File: config.mk
export PLATFORM = sky130hd
export DESIGN_NAME = motor_encoder_alignment_sequencer_core
export DESIGN_NICKNAME = d
export VERILOG_FILES = /design/src/design/meas_pkg.sv /design/src/design/motor_encoder_alignment_sequencer_core.sv /design/src/design/meas_csr.sv /design/src/design/meas_seq.sv
export VERILOG_INCLUDE_DIRS = /design/src /design/src/design
export SDC_FILE = /design/constraint.sdc
export NUM_CORES = 1
export LEC_CHECK = 0
export ABC_AREA = 1
export ABC_CLOCK_PERIOD_IN_PS = 8310
export BUFFER_PORTS_ARGS = -buffer_cell sky130_fd_sc_hd__buf_4
export CAP_MARGIN = 20
export CORE_UTILIZATION = 56
export DETAILED_ROUTE_END_ITERATION = 6
export PLACE_DENSITY = 0.75
export SLEW_MARGIN = 20
export SYNTH_ARGS = -nofsm -noshare
export SYNTH_HDL_FRONTEND = slang
export SYNTH_SLANG_ARGS = --single-unit
File: constraint.sdc
create_clock -name clock -period 8.31 [get_ports clock]
set_clock_uncertainty 0.1 [all_clocks]
set_input_delay 0.4155 -clock clock [delete_from_list [all_inputs] [get_ports clock]]
set_output_delay 0.4155 -clock clock [all_outputs]
set_load 0.05 [all_outputs]
File: src/design/motor_encoder_alignment_sequencer_core_assert.svh
// Assertion macros shared by the alignment sequencer modules.
`ifndef MOTOR_ENCODER_ALIGNMENT_SEQUENCER_CORE_ASSERT_SVH
`define MOTOR_ENCODER_ALIGNMENT_SEQUENCER_CORE_ASSERT_SVH

// Condition that must hold in the same cycle as its antecedent.
`define MEAS_ASSERT_IMPLIES(label, clk, rst, ante, cons) \
   label: assert property (@(posedge clk) disable iff (rst) (ante) |-> (cons)) \
      else $error("alignment sequencer: same-cycle check failed");

// Condition that must hold in the cycle after its antecedent.
`define MEAS_ASSERT_NEXT(label, clk, rst, ante, cons) \
   label: assert property (@(posedge clk) disable iff (rst) (ante) |=> (cons)) \
      else $error("alignment sequencer: next-cycle check failed");

`endif

File: src/design/meas_pkg.sv
// Package with configuration types and register index codes of the alignment sequencer.
`timescale 1ns / 1ps
package meas_pkg;

   localparam int CSR_INDEX_BITS = 3;
   localparam int CSR_DATA_BITS  = 16;
   localparam int STEP_BITS      = 14;
   localparam int POLE_BITS      = 6;
   localparam int TICK_BITS      = 16;
   localparam int VOLT_BITS      = 16;

   localparam logic [CSR_INDEX_BITS-1:0] REG_OPEN_LOOP_STEP = 3'd0;
   localparam logic [CSR_INDEX_BITS-1:0] REG_POLE_PAIRS     = 3'd1;
   localparam logic [CSR_INDEX_BITS-1:0] REG_MOVE_TICKS     = 3'd2;
   localparam logic [CSR_INDEX_BITS-1:0] REG_LOCK_TICKS     = 3'd3;
   localparam logic [CSR_INDEX_BITS-1:0] REG_OPEN_LOOP_VQ   = 3'd4;
   localparam logic [CSR_INDEX_BITS-1:0] REG_LOCK_VD        = 3'd5;

   typedef struct packed {
      logic [STEP_BITS-1:0] open_loop_step;
      logic [POLE_BITS-1:0] pole_pairs;
      logic [TICK_BITS-1:0] move_ticks;
      logic [TICK_BITS-1:0] lock_ticks;
      logic [VOLT_BITS-1:0] open_loop_vq_mv;
      logic [VOLT_BITS-1:0] lock_vd_mv;
   } cfg_type;

endpackage

File: src/design/motor_encoder_alignment_sequencer_core.sv
// Top level of the motor encoder alignment sequencer: stream ports, input and result registers.
`timescale 1ns / 1ps
`include "motor_encoder_alignment_sequencer_core_assert.svh"
// The block runs the encoder offset alignment that a field-oriented motor drive needs at
// start-up. A request transaction with tuser high starts the sequence; every other request
// is a control tick carrying the raw encoder angle. The sequence drives an open-loop rotating
// q-axis voltage until the encoder reads inside the window, keeps rotating until its tick
// count passes move_ticks to decide the direction of rotation, then locks the rotor at
// electrical angle zero with a d-axis voltage until its tick count passes lock_ticks and
// records the electrical zero offset. Each request gives exactly one response transaction
// with the angle and voltage commands, the done flag, the direction and the offset. One
// request is accepted in every clock cycle while responses are taken. A request passes
// through the input register and then the result register, where its response is offered
// until taken. The pace of one transaction per cycle is set by the single add-and-multiply
// path that forms the electrical angle. The result register lets a new request in while the
// previous response is still waiting to be taken. The user must write the configuration
// registers through the csr port while no transaction is in flight; the block does not
// enforce this. The registers take effect on the next tick.
module motor_encoder_alignment_sequencer_core #(
   parameter int ANGLE_BITS   = 14,
   parameter int WINDOW_LIMIT = 1024
) (
   input  logic                                clock,
   input  logic                                reset,
   // Request channel.
   input  logic                                req_tvalid,
   output logic                                req_tready,
   // tdata: encoder_angle
   input  logic [((ANGLE_BITS+7)/8)*8-1:0]     req_tdata,
   // tuser: action
   input  logic                                req_tuser,
   // Response channel.
   output logic                                rsp_tvalid,
   input  logic                                rsp_tready,
   // tdata: done_res, angle_cmd, vd_cmd_mv, vq_cmd_mv, dir_negative, zero_offset
   output logic [((2*ANGLE_BITS+34+7)/8)*8-1:0] rsp_tdata,
   // tuser: drive_on
   output logic                                rsp_tuser,
   // Configuration write channel.
   input  logic                                csr_valid,
   output logic                                csr_ready,
   input  logic [meas_pkg::CSR_INDEX_BITS-1:0] csr_index,
   input  logic [meas_pkg::CSR_DATA_BITS-1:0]  csr_data
);
   import meas_pkg::*;

   localparam int RSP_DATA_BITS = ((2*ANGLE_BITS+34+7)/8)*8;

   cfg_type cfg;

   logic                  s1_valid_ff;
   logic                  s1_action_ff;
   logic [ANGLE_BITS-1:0] s1_enc_ff;
   logic                  out_ready, advance;

   logic                  seq_done, seq_drive, seq_dir;
   logic [ANGLE_BITS-1:0] seq_angle, seq_offset;
   logic [VOLT_BITS-1:0]  seq_vd, seq_vq;

   logic                  rsp_valid_ff;
   logic                  rsp_done_ff, rsp_drive_ff, rsp_dir_ff;
   logic [ANGLE_BITS-1:0] rsp_angle_ff, rsp_offset_ff;
   logic [VOLT_BITS-1:0]  rsp_vd_ff, rsp_vq_ff;

   logic                  rsp_quiet, rsp_cmds_zero, rsp_done_valid;

   // The result register is free when empty or when its transaction leaves this cycle.
   assign out_ready  = !rsp_valid_ff || rsp_tready;
   assign advance    = s1_valid_ff && out_ready;
   assign req_tready = !s1_valid_ff || out_ready;

   meas_csr u_csr (
      .clock     (clock),
      .reset     (reset),
      .csr_valid (csr_valid),
      .csr_ready (csr_ready),
      .csr_index (csr_index),
      .csr_data  (csr_data),
      .cfg       (cfg)
   );

   always_ff @(posedge clock) begin
      if (reset) begin
         s1_valid_ff <= 1'b0;
      end else if (req_tready) begin
         s1_valid_ff <= req_tvalid;
      end
   end

   always_ff @(posedge clock) begin
      if (req_tready && req_tvalid) begin
         s1_action_ff <= req_tuser;
         s1_enc_ff    <= req_tdata[ANGLE_BITS-1:0];
      end
   end

   meas_seq #(
      .ANGLE_BITS   (ANGLE_BITS),
      .WINDOW_LIMIT (WINDOW_LIMIT)
   ) u_seq (
      .clock         (clock),
      .reset         (reset),
      .step          (advance),
      .action        (s1_action_ff),
      .encoder_angle (s1_enc_ff),
      .cfg           (cfg),
      .done_res      (seq_done),
      .drive_on      (seq_drive),
      .angle_cmd     (seq_angle),
      .vd_cmd_mv     (seq_vd),
      .vq_cmd_mv     (seq_vq),
      .dir_negative  (seq_dir),
      .zero_offset   (seq_offset)
   );

   always_ff @(posedge clock) begin
      if (reset) begin
         rsp_valid_ff <= 1'b0;
      end else if (out_ready) begin
         rsp_valid_ff <= s1_valid_ff;
      end
   end

   always_ff @(posedge clock) begin
      if (advance) begin
         rsp_done_ff   <= seq_done;
         rsp_drive_ff  <= seq_drive;
         rsp_angle_ff  <= seq_angle;
         rsp_vd_ff     <= seq_vd;
         rsp_vq_ff     <= seq_vq;
         rsp_dir_ff    <= seq_dir;
         rsp_offset_ff <= seq_offset;
      end
   end

   assign rsp_tvalid = rsp_valid_ff;
   assign rsp_tuser  = rsp_drive_ff;
   assign rsp_tdata  = RSP_DATA_BITS'({rsp_offset_ff, rsp_dir_ff, rsp_vq_ff, rsp_vd_ff,
                                       rsp_angle_ff, rsp_done_ff});

   // Terms of the checks below.
   assign rsp_quiet      = rsp_valid_ff && !rsp_drive_ff;
   assign rsp_cmds_zero  = (rsp_angle_ff == '0) && (rsp_vd_ff == '0) && (rsp_vq_ff == '0);
   assign rsp_done_valid = rsp_valid_ff && rsp_done_ff;

   `MEAS_ASSERT_IMPLIES(a_idle_cmds_zero, clock, reset, rsp_quiet, rsp_cmds_zero)
   `MEAS_ASSERT_IMPLIES(a_done_no_drive, clock, reset, rsp_done_valid, !rsp_drive_ff)
   `MEAS_ASSERT_IMPLIES(a_empty_takes_req, clock, reset, !rsp_valid_ff, req_tready)

endmodule

File: src/design/meas_csr.sv
// Configuration register file of the alignment sequencer.
`timescale 1ns / 1ps
module meas_csr (
   input  logic                                 clock,
   input  logic                                 reset,
   input  logic                                 csr_valid,
   output logic                                 csr_ready,
   input  logic [meas_pkg::CSR_INDEX_BITS-1:0]  csr_index,
   input  logic [meas_pkg::CSR_DATA_BITS-1:0]   csr_data,
   output meas_pkg::cfg_type                    cfg
);
   import meas_pkg::*;

   cfg_type cfg_ff;

   assign csr_ready = 1'b1;
   assign cfg       = cfg_ff;

   always_ff @(posedge clock) begin
      if (reset) begin
         cfg_ff.open_loop_step  <= 14'd16;
         cfg_ff.pole_pairs      <= 6'd7;
         cfg_ff.move_ticks      <= 16'd1000;
         cfg_ff.lock_ticks      <= 16'd1000;
         cfg_ff.open_loop_vq_mv <= 16'd1000;
         cfg_ff.lock_vd_mv      <= 16'd1000;
      end else if (csr_valid) begin
         case (csr_index)
            REG_OPEN_LOOP_STEP: cfg_ff.open_loop_step  <= csr_data[STEP_BITS-1:0];
            REG_POLE_PAIRS:     cfg_ff.pole_pairs      <= csr_data[POLE_BITS-1:0];
            REG_MOVE_TICKS:     cfg_ff.move_ticks      <= csr_data;
            REG_LOCK_TICKS:     cfg_ff.lock_ticks      <= csr_data;
            REG_OPEN_LOOP_VQ:   cfg_ff.open_loop_vq_mv <= csr_data;
            REG_LOCK_VD:        cfg_ff.lock_vd_mv      <= csr_data;
            default: begin
            end
         endcase
      end
   end

endmodule

File: src/design/meas_seq.sv
// Sequencer state and per-tick datapath of the alignment sequencer.
`timescale 1ns / 1ps
`include "motor_encoder_alignment_sequencer_core_assert.svh"
module meas_seq #(
   parameter int ANGLE_BITS   = 14,
   parameter int WINDOW_LIMIT = 1024
) (
   input  logic                          clock,
   input  logic                          reset,
   input  logic                          step,
   input  logic                          action,
   input  logic [ANGLE_BITS-1:0]         encoder_angle,
   input  meas_pkg::cfg_type             cfg,
   output logic                          done_res,
   output logic                          drive_on,
   output logic [ANGLE_BITS-1:0]         angle_cmd,
   output logic [meas_pkg::VOLT_BITS-1:0] vd_cmd_mv,
   output logic [meas_pkg::VOLT_BITS-1:0] vq_cmd_mv,
   output logic                          dir_negative,
   output logic [ANGLE_BITS-1:0]         zero_offset
);
   import meas_pkg::*;

   localparam logic [2:0] PH_IDLE = 3'd0;
   localparam logic [2:0] PH_PREP = 3'd1;
   localparam logic [2:0] PH_DIR  = 3'd2;
   localparam logic [2:0] PH_OFF  = 3'd3;
   localparam logic [2:0] PH_DONE = 3'd4;

   localparam logic [ANGLE_BITS-1:0] ANGLE_HALF = ANGLE_BITS'(1 << (ANGLE_BITS - 1));

   logic [2:0]            phase_ff, phase_in;
   logic                  dir_sub_ff, dir_sub_in;
   logic                  off_sub_ff, off_sub_in;
   logic [16:0]           tick_ff, tick_in;
   logic [ANGLE_BITS-1:0] mech_ff, mech_in;
   logic [ANGLE_BITS-1:0] start_ff, start_in;
   logic                  dir_ff, dir_in;
   logic [ANGLE_BITS-1:0] offset_ff, offset_in;

   logic [STEP_BITS-1:0]    step_eff;
   logic [31:0]             step_wide;
   logic [ANGLE_BITS-1:0]   step_ab;
   logic [ANGLE_BITS-1:0]   adv1, adv2, diff;
   logic [16:0]             tick_inc;
   logic                    in_window, dir_path, sub_now, capture;
   logic [ANGLE_BITS+5:0]   product;
   logic [ANGLE_BITS-1:0]   elec;

   // A zero step would stall the open-loop drive, so it runs at one count.
   assign step_eff  = (cfg.open_loop_step == '0) ? STEP_BITS'(1) : cfg.open_loop_step;
   assign step_wide = {{(32-STEP_BITS){1'b0}}, step_eff};
   assign step_ab   = step_wide[ANGLE_BITS-1:0];
   assign adv1      = mech_ff + step_ab;
   assign adv2      = adv1 + step_ab;
   assign tick_inc  = tick_ff + 17'd1;
   assign diff      = encoder_angle - start_ff;
   assign in_window = (encoder_angle != '0) &&
                      ({{(32-ANGLE_BITS){1'b0}}, encoder_angle} < 32'(WINDOW_LIMIT));

   always_comb begin
      phase_in   = phase_ff;
      dir_sub_in = dir_sub_ff;
      off_sub_in = off_sub_ff;
      tick_in    = tick_ff;
      mech_in    = mech_ff;
      start_in   = start_ff;
      dir_in     = dir_ff;
      done_res   = 1'b0;
      drive_on   = 1'b0;
      vd_cmd_mv  = '0;
      vq_cmd_mv  = '0;
      dir_path   = 1'b0;
      sub_now    = dir_sub_ff;
      capture    = 1'b0;
      if (action) begin
         phase_in   = PH_PREP;
         dir_sub_in = 1'b0;
         off_sub_in = 1'b0;
         tick_in    = '0;
         mech_in    = '0;
      end else begin
         case (phase_ff)
            PH_PREP: begin
               drive_on  = 1'b1;
               vq_cmd_mv = cfg.open_loop_vq_mv;
               dir_path  = in_window;
               mech_in   = in_window ? adv2 : adv1;
               sub_now   = 1'b0;
            end
            PH_DIR: begin
               drive_on  = 1'b1;
               vq_cmd_mv = cfg.open_loop_vq_mv;
               dir_path  = 1'b1;
               mech_in   = adv1;
            end
            PH_OFF: begin
               drive_on  = 1'b1;
               vd_cmd_mv = cfg.lock_vd_mv;
               if (!off_sub_ff) begin
                  tick_in = tick_inc;
                  if (tick_inc > {1'b0, cfg.lock_ticks}) begin
                     capture    = 1'b1;
                     mech_in    = dir_ff ? ({ANGLE_BITS{1'b0}} - encoder_angle)
                                         : encoder_angle;
                     tick_in    = '0;
                     off_sub_in = 1'b1;
                     phase_in   = PH_DONE;
                  end
               end
            end
            default: begin
               done_res = 1'b1;
            end
         endcase
         // Direction phase work, also taken by a preparing tick that lands in the window.
         if (dir_path) begin
            if (!sub_now) begin
               phase_in   = PH_DIR;
               start_in   = encoder_angle;
               tick_in    = '0;
               dir_sub_in = 1'b1;
            end else begin
               tick_in = tick_inc;
               if (tick_inc > {1'b0, cfg.move_ticks}) begin
                  // Wrapped difference: an exact half turn keeps the sign of the raw one.
                  dir_in     = (encoder_angle >= start_ff) ? (diff > ANGLE_HALF)
                                                           : (diff >= ANGLE_HALF);
                  tick_in    = '0;
                  dir_sub_in = 1'b0;
                  off_sub_in = 1'b0;
                  phase_in   = PH_OFF;
               end
            end
         end
      end
   end

   assign product      = {6'b0, mech_in} * {{ANGLE_BITS{1'b0}}, cfg.pole_pairs};
   assign elec         = product[ANGLE_BITS-1:0];
   assign offset_in    = capture ? elec : offset_ff;
   assign angle_cmd    = dir_path || (!action && phase_ff == PH_PREP) ? elec : '0;
   assign dir_negative = dir_in;
   assign zero_offset  = offset_in;

   always_ff @(posedge clock) begin
      if (reset) begin
         phase_ff   <= PH_IDLE;
         dir_sub_ff <= 1'b0;
         off_sub_ff <= 1'b0;
         tick_ff    <= '0;
         mech_ff    <= '0;
         start_ff   <= '0;
         dir_ff     <= 1'b0;
         offset_ff  <= '0;
      end else if (step) begin
         phase_ff   <= phase_in;
         dir_sub_ff <= dir_sub_in;
         off_sub_ff <= off_sub_in;
         tick_ff    <= tick_in;
         mech_ff    <= mech_in;
         start_ff   <= start_in;
         dir_ff     <= dir_in;
         offset_ff  <= offset_in;
      end
   end

   `MEAS_ASSERT_NEXT(a_start_restarts, clock, reset, step && action, phase_ff == PH_PREP && tick_ff == '0)
   `MEAS_ASSERT_IMPLIES(a_done_after_lock, clock, reset, phase_ff == PH_DONE, off_sub_ff)
   `MEAS_ASSERT_NEXT(a_idle_holds, clock, reset, step && !action && phase_ff == PH_IDLE, phase_ff == PH_IDLE)

endmodule
==> impl_results.md, run 1 <==
- Mean Syn Cell Area: 7.704 µm²
- Antenna viol nets, final: 0
- Area Growth Syn to Fin: 16.35%
- Clock power share: 0.402
- Final period utilization: 0.9335
- Mux share of post-synthesis cell area: 0
- CP Launch Type: flip-flop
- Worst skew pair latency: 0.52 ns
- Critical Path Max Stage Delay: 0.54 ns
- RD Place Congestion: 0.9291
- CP startpoint: u_seq.tick_ff[0]$_SDFFE_PP0P_
- Final #Nets: 2119
- Simple-Gate Fraction of Synth Area: 0.2005
- First DRT Iteration DRCs: 997
- Critical-path top delay cell: fa_1
- CTS max path bufs: 3
- Fin. Hold Viols: 0
- Switch Pwr: 793.0 µW
- GR Overflow Total: 0
- Synthesized-area fraction occupied by adder cells: 0.1294
- Vias per inst: 5.447
- Most frequent cells in the layout: 288 x inv_1, 286 x nand2_1, 194 x nor2_1
- CTS H-tree lvls: 1
- Die X: 161.5 µm
- Final design utilization: 0.6733
- Number of buffers created by CTS: 25
- Antenna violations before repair: 1
- WL final: 37.76 mm
- Max Slew Vio Count: 0
- Setup ws final: 0.5525 ns
- Main combinational cell family by area after synthesis: simple AND/OR/NAND/NOR gates
- Placed Area: 0.01530 mm²
- Synth top area cells: dfxtp_1 21%, edfxtp_1 16%, ha_1 7.7%, inv_1 7.7%, nand2_1 7.6%
- Pre-CTS WS: 0.08205 ns
- HP Start: csr_data[7]
- Starting Density: 0.5786
- Synth Register Bits: 229
- Top cell by count, worst path: nand2_1
- Outcome: finished, final reports clean
- Register share of total power: 0.429
- Yosys top cell area share: 0.2123
- DR vias: 12501
- Cell Int Power: 2085 µW
- Maximum VDD drop: 0.1637 mV
- Wire length per cell: 16.45 µm
- Max-slew headroom: 0.3899
- Mapped Area: 0.01424 mm²
- P_leak: 0.007570 µW
- Met1 GRT Util: 0.3576
- Most common cell after layout, fill and taps aside: inv_1
- I/O pins: 109
- Worst setup EP type: flip-flop
- Synth Area in XOR/XNOR: 0.03383
- Worst slew pin tran: 0.9126 ns
- Compound-Gate Fraction of Synth Area: 0.1567
- Switching portion of total power: 0.2755
- Hold Slack: 0.07628 ns
- Overall routing resource usage: 0.2878
- CP required: 8.63 ns
- Post-synthesis sequential area ratio: 0.3768
- Critical path arrival: 8.08 ns
- DR pass1 iterations: 7
- Max Clock Freq: 128.9 MHz
- Number of I/O port buffers: 103
- Core box area: 0.02460 mm²
- Row cnt: 57
- Cell type with the largest total area after synthesis: dfxtp_1
- Final min period: 7.758 ns
- Antenna Cells: 0
- Count of final setup violators: 0
- Mapped Cells: 1848
- Largest net degree at the start of global routing: 94
- Num Clock Sinks: 229
- Netlist cell types: 55
- Die Y: 161.5 µm
- Synth Warn #: 0
- Sum of negative setup slack: 0 ns
- Asr flop ratio synth: 0
- Layout cells sized above 1: 0.1390
- Cell area power density: 173.7 mW/mm²
- Die area: 0.02607 mm²
- Critical path fanouts, max: 7
- Clk slew on worst S/H paths: 0.06 ns
- RR Startpoint: u_seq.tick_ff[0]$_SDFFE_PP0P_
- Met3 global-route usage: 0.04263
- Remaining DRCs: 0
- Clock root buffer: clkbuf_16
- CP Class: flip-flop to flip-flop
- TritonCTS clock tree: yes
- Number of global-route vias before repair: 12077
- Max Cap Violations: 0
- Tightest Hold Check Type: primary input to flip-flop
- Final instance area: 0.01657 mm²
- DP Wirelength: 27.66 mm
- Met2 Track Usage GR: 0.4996
- Layer with the highest usage: met2
- Post-synth EDFFs: 78
- Logic pwr share: 0.169
- Wire length of the first global-routing pass: 59.78 mm
- Ys flop type: dfxtp_1
[worst paths after layout]
| path | slack (ns) | depth (start not counted) | end |
|---|---|---|---|
| hold / removal | 0.08 | 3 | u_csr.cfg[55]$_SDFFE_PP1P_ |
| hold reg to reg | 0.35 | 2 | u_csr.cfg[30]$_SDFFE_PP0P_ |
| setup reg to reg | 0.55 | 49 | u_seq.offset_ff[13]$_SDFFE_PP0P_ |
| setup / recovery | 0.55 | 49 | u_seq.offset_ff[13]$_SDFFE_PP0P_ |
[cells by family after synthesis]
kind of cell	after synthesis
and+or+nand+nor	653
AOI/OAI and AO/OA	405
buffers and inverters	379
DFF	229
adders and majority gates	125
xor gates and xnor gates	55
other	2
[power groups by stage]
| stage | clock network, µW | logic (µW) | registers [µW] |
|---|---|---|---|
| after floorplan | 0 | 300 | 1290 |
| after detailed placement | 0 | 466 | 1260 |
| after CTS | 1180 | 475 | 1230 |
| final | 1160 | 487 | 1230 |
| after global routing | 1210 | 543 | 1240 |
| after global placement | 0 | 456 | 1260 |
[final cells by class]
| class | count | area, µm² |
|---|---|---|
| clock buffers | 38 | 755.7 |
| multi-input cells | 1241 | 7617 |
| inverters | 310 | 1167 |
| well taps | 324 | 405.4 |
| clock inverters | 7 | 112.6 |
| fillers | 2104 | 8039 |
| flip-flops and latches | 229 | 5370 |
| repair buffers | 146 | 1137 |
[worst max-delay path: cells and delay by family, from the launching register on]
| family | cells | cell delay [ns] |
|---|---|---|
| AO/OA/AOI/OAI | 10 | 1.47 |
| XOR/XNOR | 2 | 0.37 |
| adder cells (fa/ha/maj) | 5 | 2.11 |
| buffers and inverters | 7 | 0.43 |
| flip-flops | 1 | 0.37 |
| AND/OR/NAND/NOR | 25 | 2.81 |
[what timing repair did]
item | 4_1_cts | 5_1_grt
setup endpoints to repair | 0 | 10
resized for setup | 0 | 47
hold buffers | 15 | 0
buffers inserted | 0 | 5
endpoints found under the hold margin | 15 | 0
[synth_stat cells, types with 2 or more instances]
master / instances
a211oi_1: 4
a21o_1: 6
a21oi_1: 175
a31oi_1: 4
and2_1: 2
buf_1: 2
buf_2: 5
buf_4: 5
clkbuf_1: 56
clkinv_1: 7
conb_1: 2
dfxtp_1: 151
edfxtp_1: 78
fa_1: 37
ha_1: 88
inv_1: 292
inv_2: 11
nand2_1: 290
nand2_2: 25
nand2_4: 7
nand3_1: 68
nand3_2: 9
nand3b_1: 3
nand4_1: 20
nor2_1: 204
nor2_2: 4
nor2_4: 2
nor3_1: 8
nor4_1: 4
o2111ai_1: 6
o211ai_1: 31
o21a_1: 2
o21ai_0: 152
o21ai_1: 5
o21bai_1: 9
or2_2: 2
xnor2_1: 13
xor2_1: 42
[layer usage]
layer	wire, µm	up-vias
met5	0	-
met4	1530	0
met3	2113	95
li1	-	6193
met1	16030	5837
met2	18090	376
[metrics by stage]
stage | total power [µW] | cells
2_1_floorplan | 1588 | 1849
3_3_place_gp | 1713 | 2230
3_5_place_dp | 1724 | 2230
4_1_cts | 2885 | 2290
5_1_grt | 2992 | 2295
6_report | 2878 | 2295
[state kept, by name, summed over array words and instances, names as in the netlist]
signal	count
u_csr.cfg	84
u_seq.tick_ff	17
rsp_vd_ff	16
rsp_vq_ff	16
rsp_angle_ff	14
rsp_offset_ff	14
s1_enc_ff	14
u_seq.mech_ff	14
u_seq.offset_ff	14
u_seq.start_ff	14
u_seq.phase_ff	3
rsp_dir_ff	1
rsp_done_ff	1
rsp_tuser	1
rsp_tvalid	1
s1_action_ff	1
s1_valid_ff	1
u_seq.dir_ff	1
u_seq.dir_sub_ff	1
u_seq.off_sub_ff	1
Note: power is estimated with default switching activity, not from simulation.
==> run 2: changes to the inputs <==
Settings changed: RECOVER_POWER set to 50.
==> run 2 against run 1 <==
Compared with the run above:
- the flow now finishes with violations (max-capacitance violations, max-slew violations)
- combinational power is 2% lower
- final cell count stayed put
- clock power hardly changed
- largest power group unchanged
==> impl_results.md, run 2 (synthesis results as in run 1) <==
- Outcome: finished, violations left
- Most common cell after layout, fill and taps aside: inv_1
- Wire length of the first global-routing pass: 59.78 mm
- Clk slew on worst S/H paths: 0.06 ns
- Finished Layout Cells: 2295
- Max Slew Vio Count: 168
- Tightest Hold Check Type: primary input to flip-flop
- Layout cells sized above 1: 0.1035
- Clock root buffer: clkbuf_16
- CP Launch Type: flip-flop
- Critical Path Max Stage Delay: 0.54 ns
- Die X: 161.5 µm
- P_leak: 0.007303 µW
- Pwr Total: 2869 µW
- Max-slew headroom: -1.070
- Cell area power density: 175.9 mW/mm²
- Maximum VDD drop: 0.1635 mV
- Sum of negative setup slack: 0 ns
- Remaining DRCs: 0
- Number of buffers created by CTS: 25
- Die Y: 161.5 µm
- Starting Density: 0.5786
- Critical path arrival: 8.09 ns
- Overall routing resource usage: 0.2878
- Final #Nets: 2119
- Crit path buf inv count: 7
- Num Clock Sinks: 229
- Worst slew pin tran: 3.105 ns
- Family with the most delay on the worst path: simple AND/OR/NAND/NOR gates
- Worst setup EP type: flip-flop
- Max FFs per register: 84
- Core box area: 0.02460 mm²
- Final min period: 7.768 ns
- I/O pins: 109
- Max Clock Freq: 128.7 MHz
- Count of final setup violators: 0
- Area Growth Syn to Fin: 14.54%
- CTS H-tree lvls: 1
- Number of I/O port buffers: 103
- Final design utilization: 0.6628
- Critical path fanouts, max: 7
- DR vias: 12513
- Vias per inst: 5.452
- DR pass1 iterations: 7
- Row cnt: 57
- Number of global-route vias before repair: 12077
- Max Cap Violations: 3
- RD Place Congestion: 0.9291
- Antenna violations before repair: 1
- CTS max path bufs: 3
- GR Overflow Total: 0
- WL final: 37.79 mm
- Final period utilization: 0.9347
- Die area: 0.02607 mm²
- Wire length per cell: 16.46 µm
- Worst skew pair latency: 0.52 ns
- TritonCTS clock tree: yes
- DP Wirelength: 27.66 mm
- Antenna viol nets, final: 0
- Failing checks: max-capacitance violations, max-slew violations
- Largest net degree at the start of global routing: 94
- Top cell by count, worst path: nand2_1
- Antenna Cells: 0
- First DRT Iteration DRCs: 979
- Most frequent cells in the layout: 289 x inv_1, 286 x nand2_1, 194 x nor2_1
- CP required: 8.63 ns
- CP Class: flip-flop to flip-flop
- Fin. Hold Viols: 0
- # placed instances: 2230
- Critical-path top delay cell: fa_1
run 2: cell types whose count changed in the layout (fill, tap and decap cells not counted), sizes merged:
cell and delta:
buf -85, clkbuf +85, clkinv -1, clkinvlp +1
run 2: worst reg2reg max path: cells and delay by family (launching register included):
kind            cells  cell delay, ns
compound gates     10            1.47
xor+xnor            2            0.37
fa+ha+maj           5            2.11
buf+inv             7            0.44
flops               1            0.37
simple gates       25            2.81
run 2: where the power goes:
part / internal (µW) / leakage (µW) / switching (µW) / total, µW
registers: 1200 / 0.00200 / 30.1 / 1230
clock network: 717 / 0.000425 / 440 / 1160
logic: 154 / 0.00488 / 323 / 478
total: 2080 / 0.00730 / 793 / 2870
run 2: timing repair:
| action | CTS | global route |
|---|---|---|
| hold endpoints to repair | 15 | 0 |
| resized for setup | 0 | 47 |
| setup endpoints to repair | 0 | 10 |
| setup buffers | 0 | 5 |
| hold buffers | 15 | 0 |
run 2: worst paths after layout:
kind | from | slack [ns] | end | depth (start not counted)
min reg2reg | u_csr.cfg[30]$_SDFFE_PP0P_ | 0.35 | u_csr.cfg[30]$_SDFFE_PP0P_ | 2
min | csr_data[7] | 0.08 | u_csr.cfg[55]$_SDFFE_PP1P_ | 3
max | u_seq.tick_ff[0]$_SDFFE_PP0P_ | 0.54 | u_seq.offset_ff[13]$_SDFFE_PP0P_ | 49
max reg2reg | u_seq.tick_ff[0]$_SDFFE_PP0P_ | 0.54 | u_seq.offset_ff[13]$_SDFFE_PP0P_ | 49
run 2: final cells by class:
class	instances	area (µm²)
Timing Repair Buffer	146	878.3
Clock inverter	7	112.6
Tap cell	324	405.4
Multi-Input combinational cell	1241	7617
Clock buffer	38	755.7
Sequential cell	229	5370
Inverter	310	1167
Fill cell	2153	8298
run 2: through the flow:
| stage | hold slack, ns | worst slack [ns] | cell area (µm²) |
|---|---|---|---|
| 3_5_place_dp | 0.3431 | 0.08205 | 15300 |
| 2_1_floorplan | 0.3274 | 0.9452 | 14240 |
| 3_3_place_gp | 0.3390 | 0.2883 | 15300 |
| 6_report | 0.07648 | 0.5423 | 16310 |
| 4_1_cts | 0.05764 | 0.04190 | 16320 |
| 5_1_grt | 0.08240 | -0.04066 | 16310 |
run 2: layer usage:
layer | vias to the layer above | part of all wire | global-route usage
li1 | 6198 | - | -
met1 | 5842 | 0.42 | 0.3576
met2 | 377 | 0.48 | 0.4996
met3 | 96 | 0.058 | 0.04263
met4 | 0 | 0.041 | 0.1175
met5 | - | 0 | 0
==> run 3: changes to the inputs <==
Settings changed: CORE_MARGIN set to 3.
==> run 3 against run 2 <==
Compared with the run above:
- the run still ends with max-capacitance violations, max-slew violations left
- die area is 5.0% higher
- flip-flop and latch count unchanged
- largest cell class unchanged
- non-clock buffer count grew 12
- critical path depth grew 1
- utilization down 0.21 points
- clock-buffer cell count shrank 1
- final cell count rose by 0.52%
==> impl_results.md, run 3 (synthesis results as in run 1) <==
- Die X: 165.5 µm
- Antenna Cells: 0
- Cell Int Power: 2069 µW
- Number of global-route vias before repair: 11903
- Switching portion of total power: 0.2787
- Most frequent cells in the layout: 289 x inv_1, 288 x nand2_1, 193 x nor2_1
- Outcome: finished, violations left
- Final period utilization: 0.9243
- Largest net degree at the start of global routing: 94
- Top cell by count, worst path: nand2_1
- DR vias: 12534
- CTS max path bufs: 3
- Die area: 0.02737 mm²
- Final #Nets: 2131
- Switch Pwr: 799.6 µW
- Critical path fanouts, max: 7
- Row cnt: 57
- Critical Path Max Stage Delay: 0.54 ns
- Worst skew pair latency: 0.52 ns
- Final design utilization: 0.6607
- Num Clock Sinks: 229
- Max Slew Vio Count: 114
- Layout cells sized above 1: 0.1059
- WL final: 37.67 mm
- Wire length per cell: 16.33 µm
- Die Y: 165.5 µm
- Worst setup EP type: flip-flop
- Tightest Hold Check Type: primary input to flip-flop
- Remaining DRCs: 0
- Max Clock Freq: 130.2 MHz
- Worst slew pin tran: 2.808 ns
- Count of final setup violators: 0
- Clk slew on worst S/H paths: 0.06 ns
- DP Wirelength: 27.97 mm
- Number of I/O port buffers: 103
- CP required: 8.63 ns
- DR pass1 iterations: 5
- Fillers: 2127
- Cell area power density: 176.0 mW/mm²
- TritonCTS clock tree: yes
- Max-slew headroom: -0.8722
- Maximum VDD drop: 0.1735 mV
- Final min period: 7.681 ns
- Critical-path top delay cell: fa_1
- CTS H-tree lvls: 1
- Area Growth Syn to Fin: 14.51%
- Overall routing resource usage: 0.2725
- Pwr Total: 2869 µW
- Register share of total power: 0.431
- CP Class: flip-flop to flip-flop
- Failing checks: max-capacitance violations, max-slew violations
- Clock root buffer: clkbuf_16
- Vias per inst: 5.433
- Logic pwr share: 0.166
- Core box area: 0.02468 mm²
- RD Place Congestion: 0.9091
- Max FFs per register: 84
- Fin. Hold Viols: 0
- Critical path arrival: 8.00 ns
- Number of buffers created by CTS: 25
- CP Launch Type: flip-flop
- P_leak: 0.007320 µW
- Starting Density: 0.5770
- I/O pins: 109
- Antenna violations before repair: 0
- Clock power share: 0.404
- Antenna viol nets, final: 0
- First DRT Iteration DRCs: 1022
- Most common cell after layout, fill and taps aside: inv_1
- Max Cap Violations: 2
- GR Overflow Total: 0
- Wire length of the first global-routing pass: 59.66 mm
- R2R setup slack: 0.63 ns
run 3: cell types whose count changed in the layout (fill, tap and decap cells not counted), moves of 3 or more:
cell / previous run / this run
buf_4: 45 / 58
clkbuf_1: 75 / 71
nor2_2: 9 / 13
clkbuf_8: 6 / 9
nand3_1: 64 / 67
nor2_4: 7 / 4
run 3: final cells by class:
type                            instances  area, µm²  share of cell area
Multi-Input combinational cell       1241       7518              0.4612
Sequential cell                       229       5369              0.3293
Inverter                              310       1166             0.07153
Timing Repair Buffer                  158      964.7             0.05917
Clock buffer                           37      782.0             0.04797
Tap cell                              324      405.4             0.02487
Clock inverter                          8      97.59            0.005986
run 3: final timing paths:
check                                       from                          endpoint  cells after the start
setup reg to reg   u_seq.tick_ff[0]$_SDFFE_PP0P_  u_seq.offset_ff[13]$_SDFFE_PP0P_                     50
setup / recovery   u_seq.tick_ff[0]$_SDFFE_PP0P_  u_seq.offset_ff[13]$_SDFFE_PP0P_                     50
hold reg to reg   u_seq.tick_ff[16]$_SDFFE_PP0P_    u_seq.tick_ff[16]$_SDFFE_PP0P_                      2
hold / removal                       csr_data[9]        u_csr.cfg[25]$_SDFFE_PP1P_                      3
run 3: worst max-delay path: cells and delay by family (launching register included):
family	cells	cell delay (ns)
buffers and inverters	7	0.51
flip-flops	1	0.37
AND/OR/NAND/NOR	25	2.59
XOR/XNOR	2	0.44
AO/OA/AOI/OAI	10	1.27
adder cells (fa/ha/maj)	6	2.29
run 3: per-layer routing:
layer | vias to the layer above | track usage | part of all wire
met4 | 0 | 0.07032 | 0.028
met5 | - | 0 | 0
met2 | 413 | 0.4817 | 0.49
li1 | 6243 | - | -
met3 | 71 | 0.03218 | 0.060
met1 | 5807 | 0.3549 | 0.42
run 3: power groups by stage:
stage                     clock [µW]  combinational (µW)  sequential (µW)
final                           1160                 475             1240
after global routing            1220                 534             1240
after CTS                       1180                 477             1230
after detailed placement           0                 468             1260
after global placement             0                 458             1260
after floorplan                    0                 300             1290
run 3: per-stage QoR:
step / area (µm²) / instances / TNS (ns) / setup WS, ns / hold WS, ns
floorplan: 14240 / 1849 / 0 / 0.9452 / 0.3274
global placement: 15370 / 2239 / 0 / 0.2569 / 0.3404
detailed placement: 15370 / 2239 / 0 / 0.07820 / 0.3454
CTS: 16400 / 2299 / 0 / 0.05412 / 0.05886
global route: 16300 / 2307 / -0.02910 / -0.02910 / 0.08142
finish: 16300 / 2307 / 0 / 0.6292 / 0.07695
run 3: repair_timing:
| item | 4_1_cts | 5_1_grt |
|---|---|---|
| endpoints found under the setup margin | 0 | 8 |
| buffers inserted | 0 | 8 |
| endpoints found under the hold margin | 15 | 0 |
| gates resized for setup | 0 | 29 |
| hold buffers | 15 | 0 |
